===== src/rtl/pfde_pkg.sv =====
// shared types and constants of the page-mode frame store draw engine
// no dependencies

package pfde_pkg;

  localparam int DEF_MAX_WIDTH = 128;
  localparam int DEF_MAX_PAGES = 8;

  localparam logic [2:0] OP_FILL    = 3'd0;
  localparam logic [2:0] OP_PIXEL   = 3'd1;
  localparam logic [2:0] OP_RECT    = 3'd2;
  localparam logic [2:0] OP_HSCROLL = 3'd3;
  localparam logic [2:0] OP_VSCROLL = 3'd4;
  localparam logic [2:0] OP_READ    = 3'd5;

  localparam logic [1:0] REG_PANEL_WIDTH  = 2'd0;
  localparam logic [1:0] REG_PANEL_HEIGHT = 2'd1;

  typedef enum logic [2:0] {
    K_SKIP,
    K_RMW,
    K_HCOPY,
    K_VSCROLL,
    K_READ
  } kind_t;

  typedef struct packed {
    kind_t       kind;
    logic        no_effect;
    logic        color;
    logic        dir;
    logic [5:0]  shift;
    logic [8:0]  col0;
    logic [8:0]  ncol;
    logic [2:0]  pg_lo;
    logic [2:0]  pg_hi;
    logic [6:0]  row_lo;
    logic [6:0]  row_hi;
  } cmd_t;

  typedef struct packed {
    logic [7:0] read_data;
    logic       no_effect;
  } res_t;

endpackage


===== src/rtl/pfde_front.sv =====
// front end: panel registers, command decode and clipping, command queue
// depends on pfde_pkg

module pfde_front #(
  parameter int MAX_WIDTH = pfde_pkg::DEF_MAX_WIDTH,
  parameter int MAX_PAGES = pfde_pkg::DEF_MAX_PAGES
) (
  input  logic              clk,
  input  logic              rst_n,
  input  logic              cfg_we,
  input  logic [1:0]        cfg_index,
  input  logic [7:0]        cfg_data,
  input  logic              push,
  input  logic [2:0]        operation,
  input  logic [7:0]        x_pos,
  input  logic [6:0]        y_pos,
  input  logic [7:0]        rect_width,
  input  logic [6:0]        rect_height,
  input  logic              color,
  input  logic              direction,
  input  logic [5:0]        shift_amount,
  input  logic [2:0]        page_index,
  output logic              full,
  output logic              q_valid,
  output pfde_pkg::cmd_t    q_head,
  input  logic              q_pop
);

  logic [7:0] pw_r;
  logic [6:0] ph_r;
  pfde_pkg::cmd_t q_r [2];
  pfde_pkg::cmd_t cmd;
  logic       wptr_r, rptr_r;
  logic [1:0] cnt_r;

  logic [8:0] w_eff;
  logic [3:0] p_eff;
  logic [6:0] h_eff;
  logic signed [10:0] xs, xa, xb0, xb, xlim;
  logic signed [8:0]  ys, ya, yb0, yb, ylim;
  logic       xok, yok, full_reg, hok, vok, none_h, none_v, pix_in, rd_in;
  logic [8:0] xlo, xn, hx0, hnx;
  logic [6:0] ylo, yn, yhi, yhi_m1, vlo, vhi, vny;

  always_comb begin
    w_eff = ({1'b0, pw_r} > 9'(MAX_WIDTH)) ? 9'(MAX_WIDTH) : {1'b0, pw_r};
    p_eff = (ph_r[6:3] > 4'(MAX_PAGES)) ? 4'(MAX_PAGES) : ph_r[6:3];
    h_eff = {p_eff, 3'b000};

    xs   = {{3{x_pos[7]}}, x_pos};
    xa   = xs[10] ? 11'sd0 : xs;
    xb0  = xs + $signed({3'b000, rect_width});
    xlim = $signed({2'b00, w_eff});
    xb   = (xb0 > xlim) ? xlim : xb0;
    xok  = xb > xa;
    xlo  = xa[8:0];
    xn   = 9'(xb - xa);

    ys   = {{2{y_pos[6]}}, y_pos};
    ya   = ys[8] ? 9'sd0 : ys;
    yb0  = ys + $signed({2'b00, rect_height});
    ylim = $signed({2'b00, h_eff});
    yb   = (yb0 > ylim) ? ylim : yb0;
    yok  = yb > ya;
    ylo  = ya[6:0];
    yn   = 7'(yb - ya);
    yhi  = ylo + yn;
    yhi_m1 = yhi - 7'd1;

    full_reg = (rect_width == 8'd0);
    hok    = full_reg || xok;
    hx0    = full_reg ? 9'd0 : xlo;
    hnx    = full_reg ? w_eff : xn;
    none_h = !hok || (hnx <= {3'b000, shift_amount});
    vok    = full_reg || (xok && yok);
    vlo    = full_reg ? 7'd0 : ylo;
    vhi    = full_reg ? h_eff : yhi;
    vny    = full_reg ? h_eff : yn;
    none_v = !vok || (hnx == 9'd0) || (vny <= {1'b0, shift_amount});

    pix_in = !xs[10] && (xs < xlim) && !ys[8] && (ys < ylim);
    rd_in  = !xs[10] && (xs < xlim) && ({1'b0, page_index} < p_eff);

    cmd = '0;
    cmd.kind      = pfde_pkg::K_SKIP;
    cmd.no_effect = 1'b1;
    cmd.color     = color;
    cmd.dir       = direction;
    cmd.shift     = shift_amount;
    case (operation)
      pfde_pkg::OP_FILL: begin
        if (w_eff != 9'd0 && p_eff != 4'd0) begin
          cmd.kind      = pfde_pkg::K_RMW;
          cmd.no_effect = 1'b0;
          cmd.ncol      = w_eff;
          cmd.row_hi    = h_eff;
          cmd.pg_hi     = 3'(p_eff - 4'd1);
        end
      end
      pfde_pkg::OP_PIXEL: begin
        if (pix_in) begin
          cmd.kind      = pfde_pkg::K_RMW;
          cmd.no_effect = 1'b0;
          cmd.col0      = {1'b0, x_pos};
          cmd.ncol      = 9'd1;
          cmd.row_lo    = y_pos;
          cmd.row_hi    = y_pos + 7'd1;
          cmd.pg_lo     = y_pos[5:3];
          cmd.pg_hi     = y_pos[5:3];
        end
      end
      pfde_pkg::OP_RECT: begin
        if (xok && yok) begin
          cmd.kind      = pfde_pkg::K_RMW;
          cmd.no_effect = 1'b0;
          cmd.col0      = xlo;
          cmd.ncol      = xn;
          cmd.row_lo    = ylo;
          cmd.row_hi    = yhi;
          cmd.pg_lo     = ylo[5:3];
          cmd.pg_hi     = yhi_m1[5:3];
        end
      end
      pfde_pkg::OP_HSCROLL: begin
        if (!none_h) begin
          cmd.no_effect = 1'b0;
          if (p_eff != 4'd0) begin
            cmd.kind  = pfde_pkg::K_HCOPY;
            cmd.col0  = direction ? (hx0 + hnx - 9'd1) : hx0;
            cmd.ncol  = hnx - {3'b000, shift_amount};
            cmd.pg_hi = 3'(p_eff - 4'd1);
          end
        end
      end
      pfde_pkg::OP_VSCROLL: begin
        if (!none_v) begin
          cmd.kind      = pfde_pkg::K_VSCROLL;
          cmd.no_effect = 1'b0;
          cmd.col0      = hx0;
          cmd.ncol      = hnx;
          cmd.row_lo    = vlo;
          cmd.row_hi    = vhi;
          cmd.pg_hi     = 3'(p_eff - 4'd1);
        end
      end
      pfde_pkg::OP_READ: begin
        if (rd_in) begin
          cmd.kind      = pfde_pkg::K_READ;
          cmd.no_effect = 1'b0;
          cmd.col0      = {1'b0, x_pos};
          cmd.pg_lo     = page_index;
        end
      end
      default: begin
      end
    endcase
  end

  assign full    = (cnt_r == 2'd2);
  assign q_valid = (cnt_r != 2'd0);
  assign q_head  = q_r[rptr_r];

  always_ff @(posedge clk) begin
    if (!rst_n) begin
      pw_r   <= 8'd128;
      ph_r   <= 7'd64;
      wptr_r <= 1'b0;
      rptr_r <= 1'b0;
      cnt_r  <= 2'd0;
    end else begin
      if (cfg_we) begin
        case (cfg_index)
          pfde_pkg::REG_PANEL_WIDTH:  pw_r <= cfg_data;
          pfde_pkg::REG_PANEL_HEIGHT: ph_r <= cfg_data[6:0];
          default: begin
          end
        endcase
      end
      if (push) begin
        q_r[wptr_r] <= cmd;
        wptr_r      <= ~wptr_r;
      end
      if (q_pop) begin
        rptr_r <= ~rptr_r;
      end
      cnt_r <= cnt_r + 2'(push) - 2'(q_pop);
    end
  end

endmodule


===== config.mk =====
export PLATFORM = sky130hd
export DESIGN_NAME = pfde_front
export DESIGN_NICKNAME = d
export VERILOG_FILES = /design/src/rtl/pfde_pkg.sv /design/src/rtl/pfde_front.sv
export SDC_FILE = /design/constraint.sdc
export NUM_CORES = 1
export LEC_CHECK = 0
export ABC_AREA = 1
export BUFFER_PORTS_ARGS = -buffer_cell sky130_fd_sc_hd__buf_2
export CORE_MARGIN = 2
export CORE_UTILIZATION = 61
export CTS_CLUSTER_SIZE = 8
export DETAILED_ROUTE_END_ITERATION = 8
export PLACE_DENSITY_LB_ADDON = 0.3
export SYNTH_ARGS = -nofsm -noshare
export SYNTH_HDL_FRONTEND = slang
export SYNTH_SLANG_ARGS = --single-unit

===== constraint.sdc =====
create_clock -name clk -period 8.28 [get_ports clk]
set_input_delay 0.414 -clock clk [delete_from_list [all_inputs] [get_ports clk]]
set_output_delay 0.414 -clock clk [all_outputs]
set_load 0.01 [all_outputs]

# Yosys cells after proc, flatten, opt, wreduce, memory -nomap -nowiden
# Memories as Yosys holds them, arrays and structs flattened. A register that Yosys moved wholly into a read port is not among the register bits.
# Index checks and enable logic that the tools add are counted.
[totals]
output_inout_bits = 52
ff_bits = 19
mem_count = 1
elab_cells = 107
in_bits = 59
mem_bits_rw = 100
[classes]
reduce_logical = 24
n_addsub = 13
n_mux = 44
n_bitwise = 2
eq_ne = 7
n_lt_le_gt_ge = 11
[memory_table]
columns = ["name", "words", "word_bits", "rd", "rd_ports_with_merged_regs", "wr", "line", "source"]
rows = [
  ["q_r", 2, 50, 1, 1, 1, "pfde_front.sv:31", "pfde_pkg::cmd_t q_r [2];"],
]
[ops]
columns = ["cell", "n"]
rows = [
  ["one-hot mux 9 bit (5 select lines)", 2],
  ["2-to-1 mux 37 bit", 1],
  ["2-to-1 mux 18 bit", 2],
  ["2-to-1 mux 36 bit", 1],
  ["2-to-1 mux 7 bit", 5],
  ["one-hot mux 7 bit (4 select lines)", 1],
  ["2-to-1 mux 9 bit", 3],
  ["2-to-1 mux 8 bit", 3],
  ["one-hot mux 4 bit (6 select lines)", 1],
  ["one-hot mux 7 bit (3 select lines)", 1],
  ["2-to-1 mux 17 bit", 1],
  ["2-to-1 mux 16 bit", 1],
  ["2-to-1 mux 3 bit", 5],
  ["one-hot mux 3 bit (5 select lines)", 1],
  ["2-to-1 mux 4 bit", 3],
  ["2-to-1 mux 6 bit", 2],
  ["greater-than comparator 11 x 8 -> 1 bit", 1],
  ["2-to-1 mux 11 bit", 1],
  ["adder 8 x 9 -> 10 bit", 1],
  ["greater-than comparator 10 x 9 -> 1 bit", 1],
  ["adder 7 x 8 -> 9 bit", 1],
  ["adder 7 x 9 -> 9 bit", 1],
  ["greater-than comparator 9 x 7 -> 1 bit", 1],
  ["greater-than comparator 9 x 8 -> 1 bit", 1],
  ["other kinds (37)", 60],
]

# Longest topological paths before layout
[depth]
depth_word = 12
depth_mapped = 43
depth_no_buf = 43

# Least setup slack after synthesis
# Ideal clock, no wire load.
[synth_path]
path_kind = "input-to-reg"
from = "input port x_pos[0]"
to = "memory q_r[0][36] (netlist name) (data pin)"
path_slack_ns = 2.608
n_path_buf = 0
setup_time_ns = 0.172
arrival_ns = 5.500
cell_stages = 33
t_required_ns = 8.108
cell_sequence = "ha_1 inv_1 fa_1 o21ai_2 a31oi_1 xor2_1 ha_1 nand2_1 nor2_1 nand3_1 nand4_1 nand2_1 nand2_2 nand2_4 o21ai_0 inv_1 ha_1 fa_1 inv_1 o21ai_0 ha_1 inv_1 ha_1 inv_1 fa_1 o31ai_1 inv_1 nor2_1 nor2_1 nor2_1 nor2_1 xor2_1 nor3_1"
[synth_rtl]
columns = ["item", "line", "source"]
rows = [
  ["start, declared", "pfde_front.sv:15", "input logic [7:0] x_pos,"],
  ["end, declared", "pfde_front.sv:31", ""],
]

==> results.cfg <==
[power_and_ir_drop]
p_switching_mw = 0.985
ir_drop_mv = 0.137
internal-power_mw = 1.53
p_sw_share_pct = 39.2
p_clk_share_pct = 28.1
p_total_mw = 2.51
leakage_nw = 5.05
combPwrFrac_pct = 44.9
powerDensity_mw_per_mm2 = 236
pwr-share-seq_pct = 27.1

[synth]
synth_warnings = 0
syn-instance-count = 1133
syn_avg_cell_area_um2 = 8.27
ys_seq_area_share_pct = 35.7
syn-cell-area_mm2 = 0.00937
synth-seq-cells = 117
synth.distinct_cells = 54

[critical_path]
path_max_fanout = 15
cpMaxStageDelayCell = fa_1
required_ns = 8.51
startpoint = x_pos[0]
crit_type = input pin to register
cp_slowest_stage_delay_ns = 0.48
worst-path-buf-inv = 7
cp-start-kind = input pin
endpoint_kind = register
cp_data_arrival_time_ns = 6.34
timing.rr.start = pw_r[4]$_SDFFE_PN0P_
crit_family = adder cells
crit_top_cell = inv_1

[drt]
dr.pass1.iters = 8
drcViolationCount = 0
first_iter_violations = 717
via_count = 8171
routed_wl_mm = 23.5
ant_nets = 0
wl_per_cell_um = 16.2
via_per_inst = 5.64

[clock_tree]
cts_tree = yes
path_clk_slew_ns = 0.05
postCtsSetupBuffers = 0
htreeDepth = 4
cts_resized = 0
ctsRootBufferMaster = clkbuf_16
cts_buffers = 17
clk_latency_ns = 0.43
cts_max_path_buffers = 2
ctsHoldBuffers = 0
cts.sinks = 117

[worst_hold_path]
min_path_type = input pin to register
hold_start = color

[floorplan]
die_height_um = 128
die-area_mm2 = 0.0164
num_rows = 45
initial_core_util_pct = 62.1
fp.coreArea_mm2 = 0.0151
io-pin-count = 111
die_x_um = 128

[cells_and_area]
diodes = 0
final_common_cell = nand2_1
syn_to_final_growth_pct = 13.8
nets = 1399
n_fill_cell = 1220
stdcell_area_mm2 = 0.0107
layout_common_cells = 224 x nand2_1, 164 x inv_1, 110 x buf_2
layout-drive-gt1-share_pct = 20.6
fin_cells = 1449

[status]
status = completed

[global_route]
grt_pass1_vias = 7739
grtUsageTotal_pct = 29.7
grt_max_degree = 51
grt_pass1_wl_mm = 38.1
overflow = 0
antenna_found_initial = 0

[timing]
rsz0062_at_grt = no
final_max_slew_viol_count = 0
tightest_slew_ns = 1.03
hold_violations = 0
final.setup.tns_ns = 0
finClkSkew_ns = 0.0187
fmax_ghz = 0.164
finalSetupViolCount = 0
post-route-period-util_pct = 73.8
slew_headroom_pct = 31.0
period_needed_ns = 6.11

[placement]
dp_hpwl_mm = 17.8
place_area_mm2 = 0.0101
dp.cells = 1417
gp_congestion = 0.965
io_buffers = 110

[flow_run]
drv_cap = 0
## cell usage after synthesis, drive strengths merged
cell | count | share of area [%]
a211oi | 2 | 0.16
mux2 | 50 | 6.0
a31oi | 1 | 0.067
dfxtp | 17 | 3.6
o2111ai | 1 | 0.093
xor2 | 28 | 2.7
buf | 11 | 0.75
dlygate4sd1 | 1 | 0.093
inv | 176 | 7.1
a22oi | 4 | 0.32
or2 | 1 | 0.067
nand3 | 85 | 5.4
nand2 | 251 | 11
edfxtp | 100 | 32
and3 | 1 | 0.067
a21oi | 58 | 3.3
o21ai | 53 | 2.9
fa | 6 | 1.3
o21bai | 6 | 0.48
o31ai | 3 | 0.24
a21o | 2 | 0.16
nand3b | 6 | 0.48
clkinv | 2 | 0.080
ha | 86 | 11
conb | 1 | 0.040
o221ai | 1 | 0.093
xnor2 | 12 | 1.1
and2 | 2 | 0.13
clkbuf | 8 | 0.32
nand4 | 26 | 1.7
a32o | 1 | 0.11
a32oi | 1 | 0.093
nor2 | 101 | 4.5
nor3 | 20 | 1.1
o22ai | 5 | 0.33
o211ai | 4 | 0.37
## registers in the layout, indices dropped and copies added, names as in the netlist, named ones only
register,count
ph_r,4
rptr_r,1
cnt_r,2
q_r,100
wptr_r,1
pw_r,8
## cells by family (layout without fill, tap and decap cells)
logic type / after synthesis / after routing / share of synthesized area, %
flip-flops: 117 / 117 / 35.7
multiplexers: 50 / 50 / 6.01
buffers and inverters: 198 / 325 / 8.34
AO/OA/AOI/OAI: 142 / 142 / 8.65
other: 1 / 2 / 0.0400
AND/OR/NAND/NOR: 493 / 493 / 24.7
XOR/XNOR: 40 / 40 / 3.82
adder cells (fa/ha/maj): 92 / 92 / 12.8
## power groups by stage
stage               registers (mW)  clock network, mW  logic (mW)
floorplan                    0.689                  0       0.856
global placement             0.690                  0        1.07
detailed placement           0.691                  0        1.09
CTS                          0.680              0.713        1.11
global route                 0.682              0.740        1.27
finish                       0.680              0.706        1.13
## area by class of cell
cell class	count	area, um2	area share [%]
clock buffers	19	433	4.06
inverters	178	673	6.31
repair buffers	115	588	5.51
flip-flops and latches	117	3340	31.3
multi-input cells	819	5270	49.3
well taps	188	235	2.20
clock inverters	13	133	1.24
## metal layers
metal  routed length, um  track usage (%)  vias to the layer above  share of wire [%]
met3                1840             6.72                       51                7.8
met5                   0                0                        -                  0
li1                    -                -                     4051                  -
met1               10900             42.1                     3760                 46
met2               10300             45.1                      309                 44
met4                 552             10.2                        0                2.3
## worst paths after layout
| path | endpoint | slack [ns] | depth (start not counted) |
|---|---|---|---|
| worst min-delay path | q_r[0][45]$_DFFE_PP_ | 0.20 | 1 |
| worst min register to register | wptr_r$_SDFFE_PN0P_ | 0.46 | 2 |
| worst max-delay path | q_r[1][36]$_DFFE_PP_ | 2.17 | 34 |
| worst max register to register | q_r[1][36]$_DFFE_PP_ | 2.32 | 33 |
## through the flow
step	hold WS (ns)	setup WS, ns	util [%]
after floorplan	0.443	2.61	-
after global placement	0.451	2.07	67.0
after detailed placement	0.457	1.80	67.0
after CTS	0.182	2.22	70.7
after global routing	0.178	1.66	70.7
final	0.197	2.17	70.7
Note: power is estimated with default switching activity, not from simulation.
